**config.mk**
```make
export PLATFORM = sky130hd
export DESIGN_NAME = scbs_front
export DESIGN_NICKNAME = d
export VERILOG_FILES = /design/src/scbs_pkg.sv /design/src/scbs_front.sv
export SDC_FILE = /design/constraint.sdc
export NUM_CORES = 1
export LEC_CHECK = 0
export BUFFER_PORTS_ARGS = -buffer_cell sky130_fd_sc_hd__buf_4
export CORE_ASPECT_RATIO = 0.8
export CORE_MARGIN = 3
export CORE_UTILIZATION = 46
export CTS_CLUSTER_SIZE = 30
export DETAILED_ROUTE_END_ITERATION = 8
export HOLD_SLACK_MARGIN = 0.08
export PLACE_DENSITY_LB_ADDON = 0.2
export SYNTH_ARGS = -nofsm -noshare
export SYNTH_HDL_FRONTEND = slang
export SYNTH_SLANG_ARGS = --single-unit
```
**constraint.sdc**
```tcl
create_clock -name clk -period 3.8 [get_ports clk]
set_input_delay 0.38 -clock clk [delete_from_list [all_inputs] [get_ports clk]]
set_output_delay 0.38 -clock clk [all_outputs]
set_load 0.02 [all_outputs]
```
**src/scbs_pkg.sv**
```systemverilog
// Package for the sorted coordinate table search block.
// Holds the shared constants, word types and the search controller states.
// No dependencies.
package scbs_pkg;

    // Default table size and fixed field widths
    localparam int TABLE_DEPTH = 1024;
    localparam int KEY_W       = 16;
    localparam int IDX_W       = 10;
    localparam int COUNT_W     = 11;

    // Action codes carried on s_tuser
    localparam logic ACT_LOAD   = 1'b0;
    localparam logic ACT_LOOKUP = 1'b1;

    // One coordinate key, x most significant in the ordering
    typedef struct packed {
        logic signed [KEY_W-1:0] x;
        logic signed [KEY_W-1:0] y;
        logic signed [KEY_W-1:0] z;
    } key_t;

    // One queued word: action and key (table address travels alongside)
    typedef struct packed {
        logic action;
        key_t key;
    } item_t;

    // Search controller states
    typedef enum logic [1:0] {
        ST_IDLE,
        ST_READ,
        ST_CMP,
        ST_RESP
    } state_t;

endpackage

```
**src/scbs_front.sv**
```systemverilog
// Front end: takes input words, reduces the entry index to a table address
// and holds them in a two-entry queue for the search engine.
// Depends on scbs_pkg.
module scbs_front #(
    parameter int DEPTH = scbs_pkg::TABLE_DEPTH
) (
    input  logic                     clk,
    input  logic                     rst_n,
    input  logic                     s_tvalid,
    output logic                     s_tready,
    input  logic [63:0]              s_tdata,
    input  logic [0:0]               s_tuser,
    output logic                     q_valid,
    input  logic                     q_pop,
    output scbs_pkg::item_t          q_item,
    output logic [$clog2(DEPTH)-1:0] q_addr
);

    localparam int AW = $clog2(DEPTH);

    scbs_pkg::item_t           item_reg [2];
    logic [AW-1:0]             addr_reg [2];
    logic                      wr_ptr_reg, wr_ptr_next;
    logic                      rd_ptr_reg, rd_ptr_next;
    logic [1:0]                fill_reg, fill_next;
    logic                      push;
    logic [scbs_pkg::IDX_W-1:0] rem;
    scbs_pkg::item_t           in_item;

    // Unpack the incoming word
    always_comb
    begin
        in_item.action = s_tuser[0];
        in_item.key.x  = s_tdata[25:10];
        in_item.key.y  = s_tdata[41:26];
        in_item.key.z  = s_tdata[57:42];
    end

    // Entry index modulo table depth: restoring subtraction of depth multiples
    always_comb
    begin
        rem = s_tdata[9:0];
        for (int k = scbs_pkg::IDX_W - 1; k >= 0; k--)
        begin
            if ((longint'(DEPTH) << k) < (longint'(1) << scbs_pkg::IDX_W))
            begin
                if ({22'd0, rem} >= 32'(DEPTH << k))
                begin
                    rem = rem - scbs_pkg::IDX_W'(DEPTH << k);
                end
            end
        end
    end

    // Queue pointers and fill level
    assign s_tready = (fill_reg != 2'd2);
    assign push     = s_tvalid && s_tready;
    assign q_valid  = (fill_reg != 2'd0);
    assign q_item   = item_reg[rd_ptr_reg];
    assign q_addr   = addr_reg[rd_ptr_reg];

    always_comb
    begin
        wr_ptr_next = push  ? !wr_ptr_reg : wr_ptr_reg;
        rd_ptr_next = q_pop ? !rd_ptr_reg : rd_ptr_reg;
        fill_next   = fill_reg + 2'(push) - 2'(q_pop);
    end

    always_ff @(posedge clk or negedge rst_n)
    begin
        if (!rst_n)
        begin
            wr_ptr_reg <= 1'b0;
            rd_ptr_reg <= 1'b0;
            fill_reg   <= 2'd0;
        end
        else
        begin
            wr_ptr_reg <= wr_ptr_next;
            rd_ptr_reg <= rd_ptr_next;
            fill_reg   <= fill_next;
        end
    end

    // Queue storage, no reset needed
    always_ff @(posedge clk)
    begin
        if (push)
        begin
            item_reg[wr_ptr_reg] <= in_item;
            addr_reg[wr_ptr_reg] <= AW'(rem);
        end
    end

endmodule

```
==> metrics.md <==
| Metric | Value |
|---|---|
| Clock Tree Root | `sky130_fd_sc_hd__clkbuf_16` |
| PwrDens | `838 nW/um^2` |
| Max Slew Vio Count | `0` |
| Total half-perimeter wirelength after legalization and detailed placement | `5260 um` |
| Endpoint required time on the critical path | `3.42 ns` |
| Unrepaired setup endpoints after global routing | `false` |
| Top fanout value on the critical path | `26` |
| Vias in the first global route | `2482` |
| Antenna diode count | `0` |
| Clock-pin slew on the worst setup and hold paths | `0.05 ns` |
| Worst clock skew on the final layout | `0.00710 ns` |
| Mapped Nets | `271` |
| Post-detailed-routing wire length | `7860 um` |
| Count of boundary I/O pins | `130` |
| CP startpoint | `rd_ptr_reg` |
| Worst voltage drop across the vdd grid | `0.529 mV` |
| Critical Path End Type | `output pin` |
| Hold Path Origin | `s_tdata[14]` |
| DRC | `0` |
| Wire length of the first global-routing pass | `12400 um` |
| Antenna viol nets, final | `0` |
| Proportion of synthesized chip area in sequential cells | `0.821` |
| Status | `completed` |
| Origin of the critical flop-to-flop path | `fill_reg[0]` |
| Most common cell after layout, fill and taps aside | `sky130_fd_sc_hd__buf_4` |
| Number of instances in the synthesized netlist | `201` |
| Maximum number of pins on one net before global-route repair | `36` |
| Clk sinks | `122` |
| Post-route setup slack | `1.31 ns` |
| Clock tree buffer depth | `2` |
| Top library cells by usage in the layout, fill and taps aside | `sky130_fd_sc_hd__buf_4, sky130_fd_sc_hd__edfxtp_1, sky130_fd_sc_hd__mux2_1` |
| Antenna violations before repair | `0` |
| DR WL/cell | `16.7 um` |
| Aggregate negative setup slack | `0 ns` |
| Area of combinational cells with multiple inputs | `768 sq um` |
| Worst path cell trace | `buf_4, mux2_1, buf_4` |
| Flip-flop and latch count after synthesis | `122` |
| Cell at the slowest stage of the critical path | `sky130_fd_sc_hd__dfrtp_2` |
| Via-per-instance ratio | `4.89` |
| Total number of vias | `2297` |
| Clock tree from TritonCTS | `yes` |
| Total die area | `10900 sq um` |
| Area of the core | `9230 sq um` |
| Data arrival time of the critical path | `2.11 ns` |
| Sequential Area | `3640 sq um` |
| DIE WIDTH | `116 um` |
| Worst Max-Slew Pin Slew | `0.748 ns` |
| Total overflow reported by the global router | `0` |
| Summed instance area of the synthesized netlist | `4440 sq um` |
| Final worst path period need | `2.49 ns` |
| Skew-Pair Late Insertion Delay | `0.39 ns` |
| Length of the first detailed-routing pass in iterations | `4` |
| Fraction of final layout cells sized beyond drive strength 1 | `0.451` |
| Stage delay of the slowest cell on the critical path | `0.77 ns` |
| Flip-flop count of the largest register after layout | `98` |
| Average footprint of a synthesized cell | `22.1 sq um` |
| Count of different cell masters after synthesis | `14` |
| Inserted Clock Buffers | `17` |
| Type of the most critical hold path | `in -> reg` |
| DR iter-0 viols | `146` |
| Post-CTS Hold Fix Bufs | `1` |
| Final core occ | `0.669` |
| Minimum setup slack among reg-to-reg paths | `1.78 ns` |
| Classification of the worst setup path | `reg -> out` |
| Number of buffers inserted by port buffering | `123` |
| Fin crit share | `0.656` |
| Total of cells resized after clock tree synthesis | `0` |
| Vertical extent of the die | `93.9 um` |
| Static leakage | `2.36 nW` |
| Worst-case setup slack after placement | `1.68 ns` |
| Achievable frequency | `401 MHz` |
| Worst slew slack as a fraction of its limit | `0.500` |
| Overall power after layout | `0.00518 W` |
| Post-layout nets | `412` |
| Final weighted congestion in routability-driven placement | `0.691` |
| Initial core utilization | `0.481` |
| Critical Path Most Common Cell | `sky130_fd_sc_hd__buf_4` |
| Count of maximum capacitance violations | `0` |
| Count of warnings emitted by yosys | `0` |
| Startpoint types | `flip-flop` |
| Buffers inserted during post-CTS setup optimization | `0` |
| Max H-tree Level | `4` |
| P&R area growth vs syn | `39.1%` |
| Final count of hold timing violations | `0` |
| Std cell rows | `31` |
| Filler cells | `658` |
| Final setup fails | `0` |
| Overall Global Routing Usage | `0.156` |
## synthesized netlist by cell type
library cell               instances  share of area
sky130_fd_sc_hd__a22oi_1           1         0.0017
sky130_fd_sc_hd__a21bo_1           1         0.0023
sky130_fd_sc_hd__mux2_1           59           0.15
sky130_fd_sc_hd__nor2_1            2         0.0017
sky130_fd_sc_hd__or2_2             1         0.0014
sky130_fd_sc_hd__buf_2             7         0.0079
sky130_fd_sc_hd__ha_1              1         0.0028
sky130_fd_sc_hd__xnor2_1           3         0.0059
sky130_fd_sc_hd__xor2_1            1         0.0020
sky130_fd_sc_hd__nand2b_1          1         0.0014
sky130_fd_sc_hd__nand2_1           1        0.00084
sky130_fd_sc_hd__edfxtp_1        118           0.80
sky130_fd_sc_hd__and3_1            1         0.0014
sky130_fd_sc_hd__dfrtp_1           4          0.023
## area by class of cell
| type | instances | area share |
|---|---|---|
| clock buffer | 25 | 0.0803 |
| tap | 115 | 0.0233 |
| multi-input combinational | 72 | 0.124 |
| timing repair buffer | 129 | 0.159 |
| sequential | 122 | 0.590 |
| clock inverter | 7 | 0.0223 |
## per-stage QoR
step | instance area (sq um) | hold WS (ns) | std cells
floorplan | 4440 | 0.0844 | 201
global placement | 5530 | 0.180 | 437
detailed placement | 5530 | 0.182 | 437
CTS | 6170 | 0.143 | 470
global route | 6170 | 0.136 | 470
finish | 6170 | 0.167 | 470
## report_power, final
group          switching (W)  leakage (nW)  total, W  internal (W)
logic               0.000867         0.906   0.00154      0.000669
clock network       0.000511         0.307   0.00168       0.00117
registers           0.000121          1.14   0.00196       0.00184
total                0.00150          2.36   0.00518       0.00368
## final timing paths
check | to | cells after the start
max reg2reg | addr_reg[1][1] | 3
min in group asynchronous | fill_reg[1] | 2
min | item_reg[0][36] | 1
min reg2reg | wr_ptr_reg | 1
max in group asynchronous | rd_ptr_reg | 2
max | q_item[33] | 3
## critical path: cells and delay by family, from the launching register on
kind,cells,cell delay (ns)
flops,1,0.77
buf+inv,2,0.56
mux,1,0.37
## per-layer routing
metal | vias up | track usage | wire [um]
met5 | - | 0 | 0
met4 | 0 | 0.0638 | 104
met3 | 10 | 0.0766 | 574
met2 | 75 | 0.256 | 4060
met1 | 1133 | 0.174 | 3120
li1 | 1079 | - | -
## cell families (layout without fill, tap and decap cells)
group,Yosys count,count (layout),synth area share
AOI/OAI and AO/OA,2,2,0.00395
xor gates and xnor gates,4,4,0.00790
adders and majority gates,1,1,0.00282
buffers and inverters,7,161,0.00789
DFF,122,122,0.821
muxes,59,59,0.150
and+or+nand+nor,6,6,0.00677
(Power assumes the default switching activity.)
